[config.mk]
export PLATFORM = sky130hd
export DESIGN_NAME = wtpl_step_unit
export DESIGN_NICKNAME = d
export VERILOG_FILES = /design/src/hdl/wtpl_pkg.sv /design/src/hdl/wtpl_step_unit.sv
export SDC_FILE = /design/constraint.sdc
export NUM_CORES = 1
export LEC_CHECK = 0
export ABC_AREA = 1
export BUFFER_PORTS_ARGS = -buffer_cell sky130_fd_sc_hd__buf_4
export CAP_MARGIN = 20
export CORE_MARGIN = 2
export CORE_UTILIZATION = 52
export DETAILED_ROUTE_END_ITERATION = 8
export PLACE_DENSITY = 0.94
export RECOVER_POWER = 25
export SLEW_MARGIN = 20
export SYNTH_ARGS = -nofsm -noshare
export SYNTH_HDL_FRONTEND = slang
export SYNTH_SLANG_ARGS = --single-unit
export TNS_END_PERCENT = 20
[constraint.sdc]
create_clock -name vclk -period 6.3
set_input_delay 1.26 -clock vclk [all_inputs]
set_output_delay 1.26 -clock vclk [all_outputs]
set_load 0.01 [all_outputs]
[src/hdl/wtpl_pkg.sv]
// Shared constants, codes and types for the weighted tree path length core.
package wtpl_pkg;

  localparam int LBL_W           = 10;
  localparam int W_IN            = 16;
  localparam int DIST_W          = 26;
  localparam int PADDR_W         = 3;
  localparam int NODES_DEF       = 1024;
  localparam int WEIGHT_BITS_DEF = 16;

  localparam logic [DIST_W-1:0] DIST_MAX   = {DIST_W{1'b1}};
  localparam logic [LBL_W-1:0]  ROOT_RESET = LBL_W'(1);

  localparam logic [1:0] ST_OK      = 2'd0;
  localparam logic [1:0] ST_REJECT  = 2'd1;
  localparam logic [1:0] ST_UNKNOWN = 2'd2;

  localparam logic ACT_EDGE  = 1'b0;
  localparam logic ACT_QUERY = 1'b1;

  localparam logic REG_ROOT = 1'b0;

  typedef struct packed {
    logic              mv_x;
    logic              mv_y;
    logic [DIST_W-1:0] path_sum;
  } step_t;

endpackage

[src/hdl/wtpl_step_unit.sv]
// Climb step unit: depth compare and saturating weight accumulate.
module wtpl_step_unit #(
  parameter int WS    = wtpl_pkg::W_IN,
  parameter int IDX_W = 10
) (
  input  logic [wtpl_pkg::DIST_W-1:0] acc,
  input  logic [IDX_W-1:0]            x_dep,
  input  logic [IDX_W-1:0]            y_dep,
  input  logic [WS-1:0]               x_wt,
  input  logic [WS-1:0]               y_wt,
  output wtpl_pkg::step_t             step
);
  import wtpl_pkg::*;

  logic              mv_x;
  logic              mv_y;
  logic [DIST_W:0]   sum;

  always_comb begin
    mv_x = (x_dep >= y_dep);
    mv_y = (y_dep >= x_dep);
    sum  = {1'b0, acc}
         + (mv_x ? (DIST_W+1)'(x_wt) : '0)
         + (mv_y ? (DIST_W+1)'(y_wt) : '0);
    step.mv_x     = mv_x;
    step.mv_y     = mv_y;
    step.path_sum = sum[DIST_W] ? DIST_MAX : sum[DIST_W-1:0];
  end

endmodule

==> key figures <==
Layout
  – Layout net count: 716
  – Share of cells above drive strength 1: 24.3%
  – Final core area utilization: 70.3%
  – Fin cells: 663
  – Synthesis-to-layout area growth: 32.1%
  – Clock buffers: 0
  – Register area: 0 um^2
  – Number of diodes: 0
  – FFs & Latches: 0

Detailed routing
  – WL/cell: 11.6 um
  – Total routed wirelength: 7680 um
  – DRT iter0 DRCs: 109
  – # DRC: 0
  – Antenna viol nets, final: 0
  – Vias: 3281
  – Via density: 4.95
  – First-pass DRT Iterations: 4

Yosys
  – Synth area leaders: nand2_1 (24%), inv_1 (17%), fa_1 (13%)
  – Mapped Area: 0.00266 mm^2
  – Dominant cell type by area after synthesis: nand2_1
  – Post-synthesis cell count: 490
  – Sequential fraction of the synthesis area: 0%
  – YS warnings: 0
  – Syn nets: 611
  – Distinct cells, synth: 31
  – Share of the synthesized area in the top cell type: 23.8%
  – Mean post-synth cell area: 5.44 um^2

Placed design
  – Placed Cells: 663
  – Port bufs: 106
  – Post-DP HPWL: 6830 um
  – GPL Wtd Cong: 0.984

Pwr
  – Pint: 268 uW
  – Comb pwr share: 100.0%
  – PD cells: 176 mW/mm^2
  – Worst vdd ir: 0.000135 V
  – Switching Fraction: 56.6%
  – Leakage power figure: 0.00234 uW
  – Switching power: 350 uW
  – Clock share of power: 0%
  – Sequential power share: 0%

Die
  – Top-level I/O count: 106
  – Die width: 75.6 um
  – Die height: 75.6 um
  – Core Region: 0.00501 mm^2
  – Rows: 26
  – Die area: 0.00571 mm^2
  – Initial core utilization: 53.2%

STA
  – Setup-failing EPs final: 0
  – Slew at the pin with the worst max-slew slack: 0.320 ns
  – Worst hold slack: 2.88 ns
  – Fin crit share: 95.9%
  – Crit path time final: 6.04 ns
  – Final Hold Fails: 0
  – Rel. slew slack: 78.6%
  – Max Slew Vio Count: 0
  – Fmax: 166 MHz

GRT
  – Initial antenna violation count: 0
  – Vias in the first global route: 3232
  – Grt total ovfl: 0
  – Gr usage total: 27.5%
  – First-pass GRT wire length: 12700 um
  – Largest net degree at the start of global routing: 20

CTS
  – Post-cts hold buffer count: 0
  – # Post-CTS Setup Buffers: 0
  – Post-CTS sizing: 0

Critical path
  – Crit path DAT: 4.78 ns
  – Crit end category: output port
  – Critical Path RT: 5.04 ns
  – Element type at the critical path start: input pin
  – Crit Path Category: input pin to output port
  – Critical Path Fanout Max: 13

Hold path
  – Hold Path Class: input pin to output port

Run status
  – Run status: finished clean

Flow run
  – Max Cap Violations: 0
==> through the flow <==
step	cell area, um^2	total power, uW	setup WS (ns)	TNS (ns)
2_1_floorplan	2660	392	0.870	0
3_5_place_dp	3510	612	0.257	0
6_report	3520	618	0.260	0
5_1_grt	3520	694	-0.0311	-0.0375
4_1_cts	3510	615	0.248	0
3_3_place_gp	3510	601	0.390	0
==> power groups by stage <==
stage                     clock network (uW)  registers (uW)  logic (uW)
after floorplan                            0               0         392
after global placement                     0               0         601
after detailed placement                   0               0         612
after CTS                                  0               0         615
after global routing                       0               0         694
final                                      0               0         618
==> cell usage after synthesis (2+ instances only) <==
master    instances
or2_1             2
nand2_2           8
ha_1             26
or2_2             7
nor2_4            3
nand2_4           2
xor2_1            5
nand3_1          34
nand2_1         169
buf_4             4
inv_1           122
nor2_1           48
nand4_1           9
nand3_2           9
a21oi_1           8
o21ai_0           2
o21bai_1          2
fa_1             17
==> critical path, cell delays in order <==
cell	delay, ns
buf_4	0.08
inv_1	0.03
ha_1	0.28
nand2_1	0.07
nor2_1	0.21
nand4_1	0.20
nand4_1	0.27
buf_4	0.25
nand2_1	0.10
fa_1	0.50
inv_1	0.04
ha_1	0.36
nand2_2	0.13
inv_1	0.05
nand2_1	0.06
nand2_1	0.07
clkinv_1	0.07
nand3_2	0.10
nand2_2	0.09
nand2_4	0.08
or2_2	0.32
buf_4	0.15
==> metal layers <==
| layer | wire length, um | GRT usage (%) | up-vias |
|---|---|---|---|
| li1 | - | - | 1668 |
| met1 | 3100 | 30.6 | 1468 |
| met2 | 3970 | 55.0 | 121 |
| met3 | 416 | 1.46 | 24 |
| met4 | 193 | 8.77 | 0 |
| met5 | 0 | 0 | - |
==> final timing paths <==
check	from	slack (ns)	endpoint	cells past startpoint
setup / recovery	x_dep[9]	0.26	step[9]	22
hold / removal	acc[25]	2.88	step[25]	4
==> cell type report <==
| cell class | instances | area, um^2 |
|---|---|---|
| Multi-Input combinational cell | 360 | 2150 |
| Fill cell | 476 | 1490 |
| Timing Repair Buffer | 108 | 811 |
| Inverter | 125 | 474 |
| Tap cell | 70 | 87.6 |
==> cell usage in the layout (no fill, tap or decap) <==
master	instances
nor2_1	47
nand3_1	34
nor3_1	1
nand3_2	9
o21bai_1	2
fa_1	17
o211ai_1	1
and2_1	1
nand4_1	9
a21boi_1	1
clkinv_1	1
inv_2	1
o21ai_0	2
xor2_1	5
nor3_4	1
nand2_4	2
inv_6	1
or2_2	7
nor2_4	3
inv_1	122
ha_1	26
or2_1	2
nor3_2	1
nand2_1	168
nor2_2	2
a21oi_1	8
a21o_1	1
nand3b_1	1
buf_4	108
nand2_2	9
==> cell families (layout without fill, tap and decap cells) <==
family                     Yosys count  in the layout  share of synthesized area (%)
AOI/OAI and AO/OA                   15             15                           3.29
xor gates and xnor gates             5              5                           1.64
adders and majority gates           43             43                           25.0
buffers and inverters              130            233                           19.6
and+or+nand+nor                    297            297                           50.5
(Power assumes the default switching activity.)
